### src/rtl/hwd_pkg.sv
// shared types and constants for the one-level 2d haar decomposition
// used by hwd_filter and haar_wavelet_2d_decompose_core; no dependencies
`default_nettype none

package hwd_pkg;

  // configuration port
  localparam int CFG_W       = 11;
  localparam int CFG_INDEX_W = 1;
  localparam logic [CFG_INDEX_W-1:0] REG_FRAME_WIDTH  = 1'd0;
  localparam logic [CFG_INDEX_W-1:0] REG_FRAME_HEIGHT = 1'd1;

  // datapath widths
  localparam int PIXEL_W     = 8;
  localparam int LL_W        = 13;
  localparam int DET_W       = 14;
  localparam int STAGE1_W    = 25;   // (a +/- b) * coef, 15 fraction bits
  localparam int PAIR_W      = STAGE1_W + 1;
  localparam int COEF_W      = 16;
  localparam int PROD_W      = PAIR_W + COEF_W;  // 30 fraction bits
  localparam int DROP_BITS   = 26;
  localparam int OUT_TDATA_W = 56;

  // 0.707 as 23167 / 32768
  localparam logic signed [COEF_W-1:0] COEF = 16'sd23167;

  // control bits that travel with a pixel into the filter
  typedef struct packed {
    logic valid;
    logic odd_row;
    logic odd_col;
    logic last;
  } tag_t;

  // unrounded block coefficients leaving the filter
  typedef struct packed {
    logic                     valid;
    logic                     last;
    logic signed [PROD_W-1:0] ll;
    logic signed [PROD_W-1:0] lh;
    logic signed [PROD_W-1:0] hl;
    logic signed [PROD_W-1:0] hh;
  } prod_t;

endpackage

`default_nettype wire

### src/rtl/hwd_filter.sv
// vertical then horizontal haar butterflies, two register stages
// depends on hwd_pkg; the caller holds the line buffer and the rounding
`default_nettype none

module hwd_filter (
  input  wire logic                          clk,
  input  wire logic                          rst,
  input  wire logic                          en,
  input  wire hwd_pkg::tag_t                 tag,
  input  wire logic [hwd_pkg::PIXEL_W-1:0]   top,
  input  wire logic [hwd_pkg::PIXEL_W-1:0]   pixel,
  output hwd_pkg::prod_t                     prod
);

  logic signed [hwd_pkg::PIXEL_W+1:0]      v_sum;
  logic signed [hwd_pkg::PIXEL_W+1:0]      v_diff;
  logic signed [hwd_pkg::STAGE1_W:0]       v_sum_p;
  logic signed [hwd_pkg::STAGE1_W:0]       v_diff_p;

  logic                                    s2_valid;
  logic                                    s2_odd_col;
  logic                                    s2_last;
  logic signed [hwd_pkg::STAGE1_W-1:0]     s2_sum;
  logic signed [hwd_pkg::STAGE1_W-1:0]     s2_diff;

  logic signed [hwd_pkg::STAGE1_W-1:0]     held_low_sum;
  logic signed [hwd_pkg::STAGE1_W-1:0]     held_high_sum;

  logic signed [hwd_pkg::PAIR_W-1:0]       a_ll;
  logic signed [hwd_pkg::PAIR_W-1:0]       a_lh;
  logic signed [hwd_pkg::PAIR_W-1:0]       a_hl;
  logic signed [hwd_pkg::PAIR_W-1:0]       a_hh;

  function automatic logic signed [hwd_pkg::PAIR_W-1:0] PAIR_EXT(
    input logic signed [hwd_pkg::STAGE1_W-1:0] v
  );
    return {v[hwd_pkg::STAGE1_W-1], v};
  endfunction

  // vertical step
  assign v_sum    = $signed({2'b00, top}) + $signed({2'b00, pixel});
  assign v_diff   = $signed({2'b00, top}) - $signed({2'b00, pixel});
  assign v_sum_p  = v_sum * hwd_pkg::COEF;
  assign v_diff_p = v_diff * hwd_pkg::COEF;

  always_ff @(posedge clk) begin
    if (rst) begin
      s2_valid <= 1'b0;
    end else if (en) begin
      s2_valid <= tag.valid && tag.odd_row;
    end
  end

  always_ff @(posedge clk) begin
    if (en) begin
      s2_odd_col <= tag.odd_col;
      s2_last    <= tag.last;
      s2_sum     <= v_sum_p[hwd_pkg::STAGE1_W-1:0];
      s2_diff    <= v_diff_p[hwd_pkg::STAGE1_W-1:0];
    end
  end

  // horizontal step pairs the held even column with the odd one
  assign a_ll = PAIR_EXT(held_low_sum) + PAIR_EXT(s2_sum);
  assign a_lh = PAIR_EXT(held_low_sum) - PAIR_EXT(s2_sum);
  assign a_hl = PAIR_EXT(held_high_sum) + PAIR_EXT(s2_diff);
  assign a_hh = PAIR_EXT(held_high_sum) - PAIR_EXT(s2_diff);

  always_ff @(posedge clk) begin
    if (en && s2_valid && !s2_odd_col) begin
      held_low_sum  <= s2_sum;
      held_high_sum <= s2_diff;
    end
  end

  always_ff @(posedge clk) begin
    if (rst) begin
      prod.valid <= 1'b0;
    end else if (en) begin
      prod.valid <= s2_valid && s2_odd_col;
    end
    if (en) begin
      prod.last <= s2_last;
      prod.ll   <= a_ll * hwd_pkg::COEF;
      prod.lh   <= a_lh * hwd_pkg::COEF;
      prod.hl   <= a_hl * hwd_pkg::COEF;
      prod.hh   <= a_hh * hwd_pkg::COEF;
    end
  end

endmodule

`default_nettype wire
### config.mk
export PLATFORM = sky130hd
export DESIGN_NAME = hwd_filter
export DESIGN_NICKNAME = d
export VERILOG_FILES = /design/src/rtl/hwd_pkg.sv /design/src/rtl/hwd_filter.sv
export SDC_FILE = /design/constraint.sdc
export NUM_CORES = 2
export LEC_CHECK = 0
export BUFFER_PORTS_ARGS = -buffer_cell sky130_fd_sc_hd__buf_4
export CORE_UTILIZATION = 25
export DETAILED_ROUTE_END_ITERATION = 6
export GPL_TIMING_DRIVEN = 0
export HOLD_SLACK_MARGIN = 0.02
export PLACE_DENSITY = 0.43
export SLEW_MARGIN = 20
export SYNTH_ARGS = -nofsm -noshare
export SYNTH_HDL_FRONTEND = slang
export SYNTH_SLANG_ARGS = --single-unit
export TNS_END_PERCENT = 5
### constraint.sdc
create_clock -name clk -period 10.4 [get_ports clk]
set_input_delay 1.04 -clock clk [delete_from_list [all_inputs] [get_ports clk]]
set_output_delay 1.04 -clock clk [all_outputs]
set_load 0.005 [all_outputs]
==> run summary <==
RUN STATUS
------------------------------------------------------------------------------------------
Outcome                                                                       finished, final reports clean

WORST SETUP PATH
------------------------------------------------------------------------------------------
Maximum cell stage delay along the critical path                                   0.57 ns
Category of the critical setup timing path                                    flop to flop
Category of the worst setup path launch point                                         flop
Length in cells of the worst reg-to-reg path                                            31
CP endpoint kind                                                                      flop
Launching point of the worst reg2reg path                                        s2_sum[0]
Standard cell with the maximum stage delay on the critical path               sky130_fd_sc_hd__or4_1
R2R Setup Slk                                                                      0.60 ns
Reg-to-Reg End                                                                   prod[122]
Critical Path Source                                                             s2_sum[0]
Worst EP required                                                                 10.76 ns
Critical path peak fanout                                                               11
Worst EP arrival                                                                  10.16 ns
Worst path most repeated cell                                                 sky130_fd_sc_hd__fa_1

STA
------------------------------------------------------------------------------------------
Final setup violating endpoints                                                          0
Slew at the pin closest to its max-slew limit                                      1.14 ns
Final critical-path required period                                                9.80 ns
Post-route clock period utilization                                                  0.943
Max-slew violation total from the final report                                           0
Count of final hold-check violations                                                     0
Peak Freq                                                                          102 MHz
Final worst clock skew                                                           0.0168 ns
Tightest slew margin relative to the limit                                           0.234
Setup repair after global routing missed its margin                                    yes

CLOCKING
------------------------------------------------------------------------------------------
Buffer cell driving the clock tree root                                       sky130_fd_sc_hd__clkbuf_16
Clock latency of the later-clocked register in the worst-skew pair                 0.62 ns
Maximum count of clock buffers along a single path                                       3
Clock edge transition at the registers on the reported setup and hold paths        0.06 ns
Sinks on Clock Net                                                                     267
Htree depth                                                                              2
Total clock buffers created by CTS                                                      40
Cts hold-fix bufs                                                                        0
Clock tree from TritonCTS                                                            built

HOLD PATH
------------------------------------------------------------------------------------------
Worst min-delay path category                                                 flop to flop
Worst Hold Path Cells                                                                    0
Launch instance of the worst min-delay path                                        s2_last
Worst-case hold path end point                                                   prod[168]

LAYOUT
------------------------------------------------------------------------------------------
Utilization of the core after routing                                                0.287
Count of placed standard cells in the final layout, fillers left out                 8,081
Final Cell Area                                                                 58,600 um2
Fraction of final layout cells sized beyond drive strength 1                        0.0774
Signed area change from the synthesized netlist to the final layout                  14.0%
Fill cell total of the finished layout                                              21,500
Fin nets                                                                             7,043

PLACEMENT
------------------------------------------------------------------------------------------
Area after detailed placement                                                   56,900 um2
HPWL Detailed                                                                   110,000 um
RePlAce Congestion                                                                   0.801
Cell Count Post-Placement                                                            7,995
Input/output buffers                                                                   192

GRT
------------------------------------------------------------------------------------------
Pin count of the biggest net entering global routing                                    85
Global-route total usage across every layer                                          0.126
Vias in the first global route                                                      37,000
First-pass GRT wire length                                                      206,000 um
Antenna violations before repair                                                         4
Total gr overflow                                                                        0

JOB
------------------------------------------------------------------------------------------
Total of max-cap violations                                                              0

ROUTING
------------------------------------------------------------------------------------------
Average via count per standard cell                                                   4.22
Mean routed wirelength per cell                                                    15.8 um
Drc violations                                                                           0
Detailed router's first-iteration violation count                                    1,276
Routed Wire Length                                                              127,000 um
Vias post-DR                                                                        34,100
Routed Antenna Nets                                                                      0
Length of the first detailed-routing pass in iterations                                  5

SYNTH
------------------------------------------------------------------------------------------
Gate count after technology mapping                                                  5,098
Top_reg_cell synth                                                            sky130_fd_sc_hd__edfxtp_1
Post-synthesis sequential element count                                                267
Synth Cell Area                                                                 51,400 um2
Net count after synthesis                                                            6,781
Number of unique standard cell types used by synthesis                                  92
Number of synthesized flops with an enable pin                                         265
Async set-reset flop share out of synthesis                                              0
Mean instance size in the synthesized netlist                                     10.1 um2
Sequential element share of the synthesized area                                     0.155
Number of warnings printed during yosys synthesis                                        0

FLOORPLANNING
------------------------------------------------------------------------------------------
Die area                                                                       208,000 um2
Die span in x                                                                       456 um
Total I/O pin count                                                                    193
Std-Cell Core Area                                                             205,000 um2
Height of the chip                                                                  456 um
Number of rows created at floorplan                                                    166
Initial standard-cell utilization of the core                                        0.251

timing repair:
item	4_1_cts	5_1_grt
endpoints found under the setup margin	11	26
cloned	1	0
endpoints found under the hold margin	0	0
pin swaps	0	2
setup buffers	0	10
resized for setup	12	21
layout make-up:
type / instances / area (um2) / share of cell area
flip-flops and latches: 267 / 8000 / 0.136
diodes: 4 / 10.0 / 0.000171
well taps: 2688 / 3360 / 0.0574
repair buffers: 219 / 1810 / 0.0308
multi-input cells: 3355 / 38500 / 0.656
plain buffers: 55 / 228 / 0.00388
repair inverters: 1 / 5.00 / 0.0000853
clock inverters: 25 / 359 / 0.00612
clock buffers: 46 / 1050 / 0.0180
inverters: 1421 / 5340 / 0.0910
logic make-up (layout without fill, tap and decap cells):
| kind of cell | after synthesis | after routing | synth area share |
|---|---|---|---|
| simple gates | 594 | 594 | 0.0566 |
| compound gates | 746 | 746 | 0.0939 |
| mux | 7 | 7 | 0.00141 |
| buf+inv | 1476 | 1767 | 0.108 |
| xor+xnor | 347 | 347 | 0.0605 |
| flops | 267 | 267 | 0.155 |
| other cells | 0 | 4 | 0 |
| fa+ha+maj | 1661 | 1661 | 0.524 |
cells in the mapped netlist, types with 58 or more instances:
cell type                  count  share of area
sky130_fd_sc_hd__fa_1        823           0.32
sky130_fd_sc_hd__xnor2_1     231          0.039
sky130_fd_sc_hd__a21o_1      129          0.019
sky130_fd_sc_hd__o21ai_0     104          0.010
sky130_fd_sc_hd__ha_1        837           0.20
sky130_fd_sc_hd__nor2_1      185          0.013
sky130_fd_sc_hd__edfxtp_1    265           0.15
sky130_fd_sc_hd__nand2_1     111         0.0081
sky130_fd_sc_hd__xor2_1      108          0.018
sky130_fd_sc_hd__a21oi_1     254          0.025
sky130_fd_sc_hd__inv_1      1419           0.10
sky130_fd_sc_hd__o21bai_1     58         0.0085
flip-flops by register name, indices dropped and copies added (netlist names):
name,flops
prod,168
held_low_sum,24
held_high_sum,24
s2_sum,24
s2_diff,24
s2_valid,1
s2_last,1
s2_odd_col,1
per-stage QoR:
step | setup slack [ns] | TNS [ns] | hold WS [ns]
2_1_floorplan | 1.15 | 0 | 0.400
3_3_place_gp | -0.857 | -10.95 | 0.402
3_5_place_dp | -0.512 | -1.83 | 0.417
4_1_cts | 0.0201 | 0 | 0.431
5_1_grt | -0.0348 | -0.0348 | 0.435
6_report | 0.597 | 0 | 0.424
worst max-delay path: cells and delay by family, from the launching register on:
family	cells	cell delay (ns)
simple gates	6	1.44
xor+xnor	3	1.00
fa+ha+maj	9	4.01
flops	1	0.53
buf+inv	3	0.15
compound gates	10	2.38
worst max path at each step:
| stage | end | slack (ns) |
|---|---|---|
| floorplan | prod[119] | 1.15 |
| global placement | prod[76] | -0.86 |
| detailed placement | prod[38] | -0.51 |
| CTS | prod[122] | 0.02 |
| global route | prod[122] | -0.03 |
| finish | prod[122] | 0.60 |
cells in the final DEF (no fill, tap or decap), drive strengths merged, types with 123 or more instances in the layout:
master	synthesis	layout
edfxtp	265	265
xnor2	239	239
ha	837	837
a21o	129	129
a21oi	255	255
o21ai	123	123
inv	1420	1422
fa	823	823
buf	14	233
nor2	186	186
layer usage:
metal	wire length, um	part of all wire	global-route usage
met5	0	0	0
met4	2190	0.017	0.0257
met3	3260	0.026	0.0148
met2	66700	0.52	0.231
met1	55300	0.43	0.157
Power is left out: the tool's default activity adds up to more than one toggle a clock period on the data nets, which glitch-free logic cannot reach.
